File: config.mk
export PLATFORM = sky130hd
export DESIGN_NAME = line_sensor_pid_error_terms
export DESIGN_NICKNAME = d
export VERILOG_FILES = /design/src/rtl/core/lse_pkg.sv /design/src/rtl/core/lse_div.sv /design/src/rtl/core/lse_update.sv /design/src/rtl/core/line_sensor_pid_error_terms.sv
export SDC_FILE = /design/constraint.sdc
export NUM_CORES = 1
export LEC_CHECK = 0
export ABC_AREA = 1
export BUFFER_PORTS_ARGS = -buffer_cell sky130_fd_sc_hd__buf_2
export CELL_PAD_IN_SITES_DETAIL_PLACEMENT = 1
export CELL_PAD_IN_SITES_GLOBAL_PLACEMENT = 2
export CORE_UTILIZATION = 36
export CTS_CLUSTER_DIAMETER = 100
export DETAILED_ROUTE_END_ITERATION = 8
export PLACE_DENSITY_LB_ADDON = 0.1
export RECOVER_POWER = 25
export SLEW_MARGIN = 10
export SYNTH_ARGS = -nofsm -noshare
export SYNTH_HDL_FRONTEND = slang
export SYNTH_SLANG_ARGS = --single-unit
File: constraint.sdc
create_clock -name clk -period 6.4 [get_ports clk]
set_input_delay 1.6 -clock clk [delete_from_list [all_inputs] [get_ports clk]]
set_output_delay 1.6 -clock clk [all_outputs]
set_load 0.02 [all_outputs]
File: src/rtl/core/lse_pkg.sv
`timescale 1ns / 1ps
`default_nettype none
// ----------------------------------------------------------------------------
// Line sensor PID error terms: shared package
// Types and fixed constants used by the sequencer, divider and update logic.
// ----------------------------------------------------------------------------
package lse_pkg;

  // Field widths fixed by the item format.
  localparam int MASK_W     = 8;
  localparam int ERR_W      = 6;
  localparam int INTEG_W    = 8;
  localparam int DERIV_W    = 7;
  localparam int WEIGHT_W   = 4;
  localparam int LIMIT_W    = 7;
  localparam int POS_SUM_W  = 5;
  localparam int COUNT_W    = 4;
  localparam int DIVIDEND_W = WEIGHT_W + POS_SUM_W;

  // Configuration port.
  localparam int CFG_IDX_W  = 1;
  localparam int CFG_DATA_W = 7;
  localparam logic [CFG_IDX_W-1:0] REG_ERROR_WEIGHT   = 1'd0;
  localparam logic [CFG_IDX_W-1:0] REG_INTEGRAL_LIMIT = 1'd1;

  // Register reset values.
  localparam logic [WEIGHT_W-1:0] WEIGHT_RESET = 4'd2;
  localparam logic [LIMIT_W-1:0]  LIMIT_RESET  = 7'd127;

  // Input item commands.
  localparam logic CMD_UPDATE = 1'b0;
  localparam logic CMD_CLEAR  = 1'b1;

  // Control from the sequencer to the state update logic.
  typedef struct packed {
    logic load;
    logic clear;
  } lse_upd_ctl_t;

  // Divider status back to the sequencer.
  typedef struct packed {
    logic busy;
    logic done;
  } lse_div_stat_t;

  // One result item.
  typedef struct packed {
    logic signed [DERIV_W-1:0] error_derivative;
    logic signed [INTEG_W-1:0] error_integral;
    logic signed [ERR_W-1:0]   error_value;
  } lse_terms_t;

endpackage
`default_nettype wire

File: src/rtl/core/lse_div.sv
`timescale 1ns / 1ps
`default_nettype none
// ----------------------------------------------------------------------------
// Line sensor PID error terms: serial divider
// Restoring unsigned divider, one quotient bit per cycle.
// ----------------------------------------------------------------------------
module lse_div
  import lse_pkg::*;
(
  input  wire logic                  clk,
  input  wire logic                  rst_n,
  input  wire logic                  start,
  input  wire logic [DIVIDEND_W-1:0] dividend,
  input  wire logic [COUNT_W-1:0]    divisor,
  output lse_div_stat_t              stat,
  output logic      [DIVIDEND_W-1:0] quotient
);

  localparam int CNT_W = $clog2(DIVIDEND_W);
  localparam logic [CNT_W-1:0] LAST_STEP = CNT_W'(DIVIDEND_W - 1);

  logic                  busy_r, busy_nxt;
  logic [CNT_W-1:0]      cnt_r, cnt_nxt;
  logic [COUNT_W-1:0]    rem_r, rem_nxt;
  logic [DIVIDEND_W-1:0] quo_r, quo_nxt;
  logic [COUNT_W-1:0]    dsr_r, dsr_nxt;
  logic [COUNT_W:0]      shifted;
  logic                  fits;

  // One restoring step: shift in the next dividend bit and try a subtract.
  always_comb begin
    shifted = {rem_r, quo_r[DIVIDEND_W-1]};
    fits    = (shifted >= {1'b0, dsr_r});
  end

  always_comb begin
    busy_nxt = busy_r;
    cnt_nxt  = cnt_r;
    rem_nxt  = rem_r;
    quo_nxt  = quo_r;
    dsr_nxt  = dsr_r;
    if (start) begin
      busy_nxt = 1'b1;
      cnt_nxt  = '0;
      rem_nxt  = '0;
      quo_nxt  = dividend;
      dsr_nxt  = divisor;
    end else if (busy_r) begin
      rem_nxt = fits ? COUNT_W'(shifted - {1'b0, dsr_r}) : shifted[COUNT_W-1:0];
      quo_nxt = {quo_r[DIVIDEND_W-2:0], fits};
      cnt_nxt = cnt_r + 1'b1;
      if (cnt_r == LAST_STEP) begin
        busy_nxt = 1'b0;
      end
    end
  end

  // Control state is reset; the datapath needs none.
  always_ff @(posedge clk) begin
    if (!rst_n) begin
      busy_r <= 1'b0;
      cnt_r  <= '0;
    end else begin
      busy_r <= busy_nxt;
      cnt_r  <= cnt_nxt;
    end
  end

  always_ff @(posedge clk) begin
    rem_r <= rem_nxt;
    quo_r <= quo_nxt;
    dsr_r <= dsr_nxt;
  end

  // The quotient is complete in the cycle after the last step.
  assign stat.busy = busy_r;
  assign stat.done = busy_r && (cnt_r == LAST_STEP);
  assign quotient  = quo_nxt;

  // A division ends by leaving the busy state.
  a_done_ends: assert property (@(posedge clk) disable iff (!rst_n)
    stat.done && !start |=> !busy_r)
    else $error("divider still busy after its last step");

  // The partial remainder always stays below the divisor.
  a_rem_bound: assert property (@(posedge clk) disable iff (!rst_n)
    busy_r |-> (rem_r < dsr_r))
    else $error("partial remainder not below divisor");

  // Division by zero is never started.
  a_no_zero: assert property (@(posedge clk) disable iff (!rst_n)
    start |-> (divisor != '0))
    else $error("divider started with a zero divisor");

endmodule
`default_nettype wire

File: src/rtl/core/lse_update.sv
`timescale 1ns / 1ps
`default_nettype none
// ----------------------------------------------------------------------------
// Line sensor PID error terms: state update
// Holds previous error, clamped integral and filtered derivative.
// ----------------------------------------------------------------------------
module lse_update
  import lse_pkg::*;
(
  input  wire logic                      clk,
  input  wire logic                      rst_n,
  input  wire lse_upd_ctl_t              ctl,
  input  wire logic signed [ERR_W-1:0]   err,
  input  wire logic        [LIMIT_W-1:0] limit,
  output logic signed      [ERR_W-1:0]   prev_error,
  output lse_terms_t                     terms
);

  logic signed [ERR_W-1:0]   prev_r, prev_nxt;
  logic signed [INTEG_W-1:0] integ_r, integ_nxt;
  logic signed [DERIV_W-1:0] deriv_r, deriv_nxt;

  logic signed [INTEG_W:0]   integ_sum;
  logic signed [INTEG_W:0]   lim_pos;
  logic signed [INTEG_W:0]   lim_neg;
  logic signed [ERR_W:0]     delta;
  logic signed [10:0]        deriv_ext;
  logic signed [10:0]        deriv_acc;
  logic signed [10:0]        deriv_shr;
  logic signed [INTEG_W-1:0] integ_upd;
  logic signed [DERIV_W-1:0] deriv_upd;

  // Integral: reset on zero error, otherwise accumulate and saturate.
  always_comb begin
    integ_sum = (INTEG_W+1)'(integ_r) + (INTEG_W+1)'(err);
    lim_pos   = $signed({2'b00, limit});
    lim_neg   = -lim_pos;
    if (err == '0) begin
      integ_upd = '0;
    end else if (integ_sum > lim_pos) begin
      integ_upd = INTEG_W'(lim_pos);
    end else if (integ_sum < lim_neg) begin
      integ_upd = INTEG_W'(lim_neg);
    end else begin
      integ_upd = INTEG_W'(integ_sum);
    end
  end

  // Derivative filter: (7*d + delta) shifted right by three with floor.
  always_comb begin
    delta     = (ERR_W+1)'(err) - (ERR_W+1)'(prev_r);
    deriv_ext = 11'(deriv_r);
    deriv_acc = (deriv_ext <<< 3) - deriv_ext + 11'(delta);
    deriv_shr = deriv_acc >>> 3;
    if (deriv_shr > 11'sd63) begin
      deriv_upd = 7'sd63;
    end else if (deriv_shr < -11'sd64) begin
      deriv_upd = -7'sd64;
    end else begin
      deriv_upd = DERIV_W'(deriv_shr);
    end
  end

  // A clear command zeroes everything.
  always_comb begin
    if (ctl.clear) begin
      prev_nxt  = '0;
      integ_nxt = '0;
      deriv_nxt = '0;
    end else begin
      prev_nxt  = err;
      integ_nxt = integ_upd;
      deriv_nxt = deriv_upd;
    end
  end

  always_ff @(posedge clk) begin
    if (!rst_n) begin
      prev_r  <= '0;
      integ_r <= '0;
      deriv_r <= '0;
    end else if (ctl.load) begin
      prev_r  <= prev_nxt;
      integ_r <= integ_nxt;
      deriv_r <= deriv_nxt;
    end
  end

  assign prev_error             = prev_r;
  assign terms.error_value      = prev_nxt;
  assign terms.error_integral   = integ_nxt;
  assign terms.error_derivative = deriv_nxt;

  // After a clear all state is zero.
  a_clear_zero: assert property (@(posedge clk) disable iff (!rst_n)
    ctl.load && ctl.clear |=> (prev_r == '0) && (integ_r == '0) && (deriv_r == '0))
    else $error("state not zero after clear");

  // An update never leaves the integral outside the limit.
  a_integ_bound: assert property (@(posedge clk) disable iff (!rst_n)
    ctl.load && !ctl.clear && $stable(limit) |=>
      (integ_r <= $signed({1'b0, limit})) && (integ_r >= -$signed({1'b0, limit})))
    else $error("integral outside its limit");

  // A zero error empties the integral.
  a_integ_reset: assert property (@(posedge clk) disable iff (!rst_n)
    ctl.load && (err == '0) |=> (integ_r == '0))
    else $error("integral kept on zero error");

endmodule
`default_nettype wire

File: src/rtl/core/line_sensor_pid_error_terms.sv
`timescale 1ns / 1ps
`default_nettype none
// ----------------------------------------------------------------------------
// Line sensor PID error terms
// Centroid error of a line sensor mask with integral and filtered derivative.
// ----------------------------------------------------------------------------
// Usage:
//   Input items arrive on the in_ stream: tdata carries the sensor mask and
//   the center flag, tuser carries the command (update or clear). Each item
//   gives exactly one result on the out_ stream with the error, the clamped
//   integral and the filtered derivative.
//   The block works on one item at a time. An update with sensors set goes
//   through these steps after the input transfer: scale and start the
//   divider, run the serial divider (one quotient bit per cycle, the number
//   of steps set by the dividend width), form the error, then update the
//   state and load the result. An empty mask skips the divider; a clear
//   goes straight to the last step.
//   in_tready is high only while the sequencer is idle; the result register
//   frees the sequencer as soon as the result is loaded, so the next item
//   can be taken while the result waits. A new item is taken only once the
//   sequencer is through with the last one. If the receiver stalls with a
//   full result register, the finished item holds in the last step.
//   Registers are written on the cfg_ port (always ready). The user must
//   write them only while idle; the block itself does not enforce this.
//   Reset clears all error state and loads weight 2 and limit 127.
// ----------------------------------------------------------------------------
module line_sensor_pid_error_terms
  import lse_pkg::*;
#(
  parameter int SENSOR_COUNT = 8
) (
  input  wire logic                  clk,
  input  wire logic                  rst_n,
  // Input stream.
  input  wire logic                  in_tvalid,
  output logic                       in_tready,
  input  wire logic [15:0]           in_tdata,   // [7:0] sensor_mask, [8] center_flag
  input  wire logic [0:0]            in_tuser,   // [0] command
  // Result stream.
  output logic                       out_tvalid,
  input  wire logic                  out_tready,
  output logic [23:0]                out_tdata,  // [5:0] error_value,
                                                 // [13:6] error_integral,
                                                 // [20:14] error_derivative
  // Configuration writes.
  input  wire logic                  cfg_valid,
  output logic                       cfg_ready,
  input  wire logic [CFG_IDX_W-1:0]  cfg_index,
  input  wire logic [CFG_DATA_W-1:0] cfg_data
);

  localparam logic [MASK_W-1:0] SENSOR_BITS = MASK_W'((1 << SENSOR_COUNT) - 1);
  localparam logic [2:0]        SPAN        = 3'(SENSOR_COUNT - 1);

  localparam logic [2:0] ST_IDLE = 3'd0;
  localparam logic [2:0] ST_MUL  = 3'd1;
  localparam logic [2:0] ST_DIV  = 3'd2;
  localparam logic [2:0] ST_ERR  = 3'd3;
  localparam logic [2:0] ST_FIN  = 3'd4;

  logic [2:0]             state_r, state_nxt;
  logic [WEIGHT_W-1:0]    weight_r;
  logic [LIMIT_W-1:0]     limit_r;
  logic                   cmd_r;
  logic                   center_r;
  logic                   empty_r;
  logic [POS_SUM_W-1:0]   pos_sum_r, pos_sum_nxt;
  logic [COUNT_W-1:0]     count_r, count_nxt;
  logic signed [ERR_W-1:0] err_r, err_nxt;
  logic                   out_valid_r;
  lse_terms_t             out_terms_r;

  logic [MASK_W-1:0]      mask_in;
  logic                   in_xfer;
  logic                   out_free;
  logic                   div_start;
  logic [DIVIDEND_W-1:0]  quotient;
  lse_div_stat_t          div_stat;
  lse_upd_ctl_t           upd_ctl;
  logic signed [ERR_W-1:0] prev_error;
  lse_terms_t             terms;
  logic [6:0]             offset;
  logic signed [10:0]     err_diff;

  assign in_tready = (state_r == ST_IDLE);
  assign in_xfer   = in_tvalid && in_tready;
  assign out_free  = !out_valid_r || out_tready;
  assign cfg_ready = 1'b1;

  // Configuration registers.
  always_ff @(posedge clk) begin
    if (!rst_n) begin
      weight_r <= WEIGHT_RESET;
      limit_r  <= LIMIT_RESET;
    end else if (cfg_valid && cfg_ready) begin
      case (cfg_index)
        REG_ERROR_WEIGHT:   weight_r <= cfg_data[WEIGHT_W-1:0];
        REG_INTEGRAL_LIMIT: limit_r  <= cfg_data[LIMIT_W-1:0];
        default: ;
      endcase
    end
  end

  // Position sum and count of the set sensors, taken at the input transfer.
  always_comb begin
    mask_in     = in_tdata[MASK_W-1:0] & SENSOR_BITS;
    pos_sum_nxt = '0;
    count_nxt   = '0;
    for (int i = 0; i < SENSOR_COUNT; i++) begin
      if (mask_in[i]) begin
        pos_sum_nxt = pos_sum_nxt + POS_SUM_W'(i);
        count_nxt   = count_nxt + 1'b1;
      end
    end
  end

  always_ff @(posedge clk) begin
    if (in_xfer) begin
      cmd_r     <= in_tuser[0];
      center_r  <= in_tdata[MASK_W];
      empty_r   <= (mask_in == '0);
      pos_sum_r <= pos_sum_nxt;
      count_r   <= count_nxt;
    end
  end

  // Scaled position sum goes straight into the divider.
  assign div_start = (state_r == ST_MUL);

  lse_div u_div (
    .clk      (clk),
    .rst_n    (rst_n),
    .start    (div_start),
    .dividend (DIVIDEND_W'(weight_r * pos_sum_r)),
    .divisor  (count_r),
    .stat     (div_stat),
    .quotient (quotient)
  );

  // Centered, saturated error; empty mask: zero if centered, else previous error.
  always_comb begin
    offset   = 7'((weight_r * SPAN) >> 1);
    err_diff = $signed({2'b00, quotient}) - $signed({4'b0000, offset});
    if (empty_r) begin
      err_nxt = center_r ? '0 : prev_error;
    end else if (err_diff > 11'sd31) begin
      err_nxt = 6'sd31;
    end else if (err_diff < -11'sd32) begin
      err_nxt = -6'sd32;
    end else begin
      err_nxt = ERR_W'(err_diff);
    end
  end

  always_ff @(posedge clk) begin
    if (state_r == ST_ERR) begin
      err_r <= err_nxt;
    end
  end

  // Sequencer.
  always_comb begin
    state_nxt = state_r;
    case (state_r)
      ST_IDLE: begin
        if (in_xfer) begin
          if (in_tuser[0] == CMD_CLEAR) begin
            state_nxt = ST_FIN;
          end else if (mask_in == '0) begin
            state_nxt = ST_ERR;
          end else begin
            state_nxt = ST_MUL;
          end
        end
      end
      ST_MUL:  state_nxt = ST_DIV;
      ST_DIV: begin
        if (div_stat.done) begin
          state_nxt = ST_ERR;
        end
      end
      ST_ERR:  state_nxt = ST_FIN;
      ST_FIN: begin
        if (out_free) begin
          state_nxt = ST_IDLE;
        end
      end
      default: state_nxt = ST_IDLE;
    endcase
  end

  always_ff @(posedge clk) begin
    if (!rst_n) begin
      state_r <= ST_IDLE;
    end else begin
      state_r <= state_nxt;
    end
  end

  // State update happens when the result register can take the result.
  assign upd_ctl.load  = (state_r == ST_FIN) && out_free;
  assign upd_ctl.clear = (cmd_r == CMD_CLEAR);

  lse_update u_update (
    .clk        (clk),
    .rst_n      (rst_n),
    .ctl        (upd_ctl),
    .err        (err_r),
    .limit      (limit_r),
    .prev_error (prev_error),
    .terms      (terms)
  );

  // Result register.
  always_ff @(posedge clk) begin
    if (!rst_n) begin
      out_valid_r <= 1'b0;
    end else if (upd_ctl.load) begin
      out_valid_r <= 1'b1;
    end else if (out_tready) begin
      out_valid_r <= 1'b0;
    end
  end

  always_ff @(posedge clk) begin
    if (upd_ctl.load) begin
      out_terms_r <= terms;
    end
  end

  assign out_tvalid = out_valid_r;
  assign out_tdata  = {3'b000, out_terms_r.error_derivative,
                       out_terms_r.error_integral, out_terms_r.error_value};

  // An accepted item keeps the input closed in the next cycle.
  a_busy_after_xfer: assert property (@(posedge clk) disable iff (!rst_n)
    in_xfer |=> !in_tready)
    else $error("input ready right after a transfer");

  // Loading a result always shows it on the output.
  a_load_shows: assert property (@(posedge clk) disable iff (!rst_n)
    upd_ctl.load |=> out_tvalid)
    else $error("result loaded but not valid");

  // A waiting result is never overwritten.
  a_no_overwrite: assert property (@(posedge clk) disable iff (!rst_n)
    upd_ctl.load |-> !(out_valid_r && !out_tready))
    else $error("result overwritten while stalled");

  // The divider runs while the sequencer waits on it.
  a_div_running: assert property (@(posedge clk) disable iff (!rst_n)
    (state_r == ST_DIV) |-> div_stat.busy)
    else $error("sequencer waits on an idle divider");

endmodule
`default_nettype wire

==> flow_summary.toml <==
[outcome]
status = "completed"

[setup_path]
path_delay_family = "adder cells"
worstPathRequired_ns = 6.50
rr_worst_depth = 19
r2r_start = "weight_r[3]$_SDFFE_PN0P_"
arrival_ns = 5.20
worst-path-stages = 24
path_max_fanout = 3
rrSetupSlack_ns = 1.82
crit_path_end_kind = "flop"
rr_endpoint = "err_r[2]$_DFFE_PN_"
crit_buf_inv = 7
worstSetupStartpointType = "input pin"
setup.worst_path.class = "in -> reg"
cpPeakStageDelay_ns = 0.30
cp_cell_sequence = "buf_2, inv_1, ha_1, inv_1, nand2_1, nand2_2, inv_1, ha_1, nand2_1, nand2_1, ha_1, or2_2, nand2_1, inv_1, ha_1, inv_1, o21ai_0, ha_1, or2_2, nand2_1, inv_1, ha_1, nand2_1, o21ai_0"
slowest_stage = "ha_1"

[timing]
finalHoldViolations = 0
fin_tns_setup_ns = 0
worst_pin_slew_ns = 1.47
setup_slack_ns = 1.29
fmax_ghz = 0.196
period_share = 0.798
rsz0062_at_grt = "false"
finalMaxSlewViolations = 0
hold_slack_ns = 0.420
relSlewSlack = 0.0168
finClkSkew_ns = 0.0127
layout_min_cycle_time_ns = 5.11
finalSetupViolCount = 0

[synth]
synth_top_family_by_area = "simple AND/OR/NAND/NOR gates"
synth_compound_area_frac = 0.110
synth_fa_ha_area_frac = 0.197
async_flop_share = 0
netlist_top_cells_area = "edfxtp_1, dfxtp_1, ha_1"
syn_area_um2 = 7640
synth-xor-area-share = 0.0396
synth_top_cell_by_area = "edfxtp_1"
syn_area_per_cell_um2 = 7.59
ys_types = 49
syn-instance-count = 1007
ys_seq_elements = 97
synth_edf_count = 43
synthFlopType = "dfxtp_1"
yosysSeqAreaShare = 0.310
synth-simple-area-share = 0.235
yosysTopAreaCellShare = 0.169
synth_warnings = 0
synth.mux.area_fraction = 0.00426

[global_routing]
antenna_found_initial = 0
busiest_layer = "met2"
met1_usage = 0.231
grt_pass1_wl_mm = 31.6
grt_max_degree = 52
use_met2 = 0.322
grt-ovfl-total = 0
grt_pass1_vias = 6585
grtUsageMet3 = 0.0222
grt_usage = 0.181

[pwr]
leakage_nw = 4.20
ir_drop_v = 0.000167
power_density_nw_per_um2 = 377

[floorplanning]
die_area_um2 = 21800
die_y_um = 148
core_um2 = 20500
rows = 52
die_w_um = 148
initial_utilization = 0.373
io_pins = 57

[clock_tree]
cts_buffer_depth = 2
root_buffer = "clkbuf_16"
path_clk_slew_ns = 0.08
ctsResizeCount = 0
cts_tree = "built"
hold_buffers = 0
cts.sinks = 97
cts_setup_buffers = 0
cts_buffers = 9
clk_latency_ns = 0.36
h-tree-depth = 3

[drt]
vias = 6397
drc = 0
wl_mm = 18.4
ant_nets = 0
drtIter0Drc = 186
wl_per_cell_um = 13.9
drt_first_pass_iters = 4
vias_per_cell = 4.84

[placement]
hpwl_mm = 14.8
placed_area_um2 = 8130
io_buffer_count = 45
place.gp.congestion = 0.803
place_inst = 1305
dp_slack_ns = 0.875

[worst_hold_path]
hold_class = "reg -> reg"
hold_path_end = "u_div.dsr_r[3]$_DFFE_PP_"
holdCritStartpoint = "count_r[3]$_DFFE_PP_"
hold-path-cell-count = 0

[final_layout]
final_layout_size_suffix_gt1_frac = 0.0809
nets = 1181
layout.cells.non_filler = 1321
fillers = 2598
finish.instance_area_um2 = 8410
area_delta_synth_final_pct = 10.1
n_antenna_cell = 0

[flow_run]
maxCapViolations = 0
Yosys cell counts (all sizes together), types with 2 or more instances:
cell type and count:
nand4 8, nand3 76, dfxtp 54, fa 26, nor2 63, or2 5
conb 2, inv 180, buf 9, nor3 11, a21o 2, o31ai 2
xor2 22, nor4 2, o21ai 57, clkbuf 12, nand2 242, o21a 4
a21oi 57, o21bai 4, mux2i 2, a31oi 8, xnor2 10, ha 79
nand3b 7, edfxtp 43, o221ai 2, o211ai 11
cell families after synthesis:
family / after synthesis
simple gates: 417
other cells: 2
fa+ha+maj: 105
buf+inv: 202
compound gates: 150
mux: 2
flops: 97
xor+xnor: 32
how the worst max path moves through the flow:
stage,start,slack [ns],to
global route,in_tdata[1],0.99,count_r[1]$_DFFE_PP_
floorplan,in_tdata[0],1.28,count_r[1]$_DFFE_PP_
CTS,in_tdata[1],1.26,count_r[1]$_DFFE_PP_
finish,in_tdata[1],1.29,count_r[1]$_DFFE_PP_
global placement,in_tdata[1],0.94,count_r[1]$_DFFE_PP_
detailed placement,in_tdata[1],0.88,count_r[1]$_DFFE_PP_
report_power, final:
part	switching [W]	total [W]	leakage [nW]	internal (W)
sequential	0.0000820	0.000901	0.846	0.000819
clock	0.000260	0.000566	0.146	0.000306
combinational	0.00108	0.00171	3.21	0.000631
total	0.00142	0.00317	4.20	0.00176
sequential cells by signal (all words and copies together) (netlist names):
signal,count
center_r,1
cmd_r,1
count_r,4
empty_r,1
err_r,6
limit_r,7
out_tdata,21
out_tvalid,1
pos_sum_r,5
state_r,3
u_div.busy_r,1
u_div.cnt_r,4
u_div.dsr_r,4
u_div.quo_r,9
u_div.rem_r,4
u_update.deriv_r,7
u_update.integ_r,8
u_update.prev_error,6
weight_r,4
cell usage in the layout, fill, tap and decap left out, types with 3 or more instances in the layout:
master     count
nor3_1        11
inv_1        178
clkbuf_1       3
nand4_1        7
xnor2_1        9
nand2_1      233
ha_1          79
fa_1          26
conb_1         4
o21bai_1       4
xor2_1        20
or2_2          5
buf_2         44
clkbuf_16      9
dfxtp_1       54
o21ai_0       54
o21a_1         4
nand3_1       75
nand2_2        9
a31oi_1        8
nor2_1        61
a21oi_1       56
nand3b_1       7
edfxtp_1      43
o211ai_1      11
cell type report:
cell class              instances  area (um2)  area share
clock buffers                  10         229      0.0272
clock inverters                 6        67.6     0.00803
inverters                     181         679      0.0808
multi-input cells             710        4490       0.534
flip-flops and latches         97        2370       0.282
well taps                     270         338      0.0402
repair buffers                 47         235      0.0280
through the flow:
stage / utilization / total power (W)
after floorplan: - / 0.00224
after detailed placement: 0.397 / 0.00265
final: 0.410 / 0.00317
after CTS: 0.411 / 0.00323
after global placement: 0.397 / 0.00262
after global routing: 0.410 / 0.00352
routing by layer:
layer,vias to the layer above,routed length [um]
li1,3325,-
met5,-,0
met3,10,232
met1,3028,9000
met2,34,8950
met4,0,197
Power figures use the tool's default switching activity.
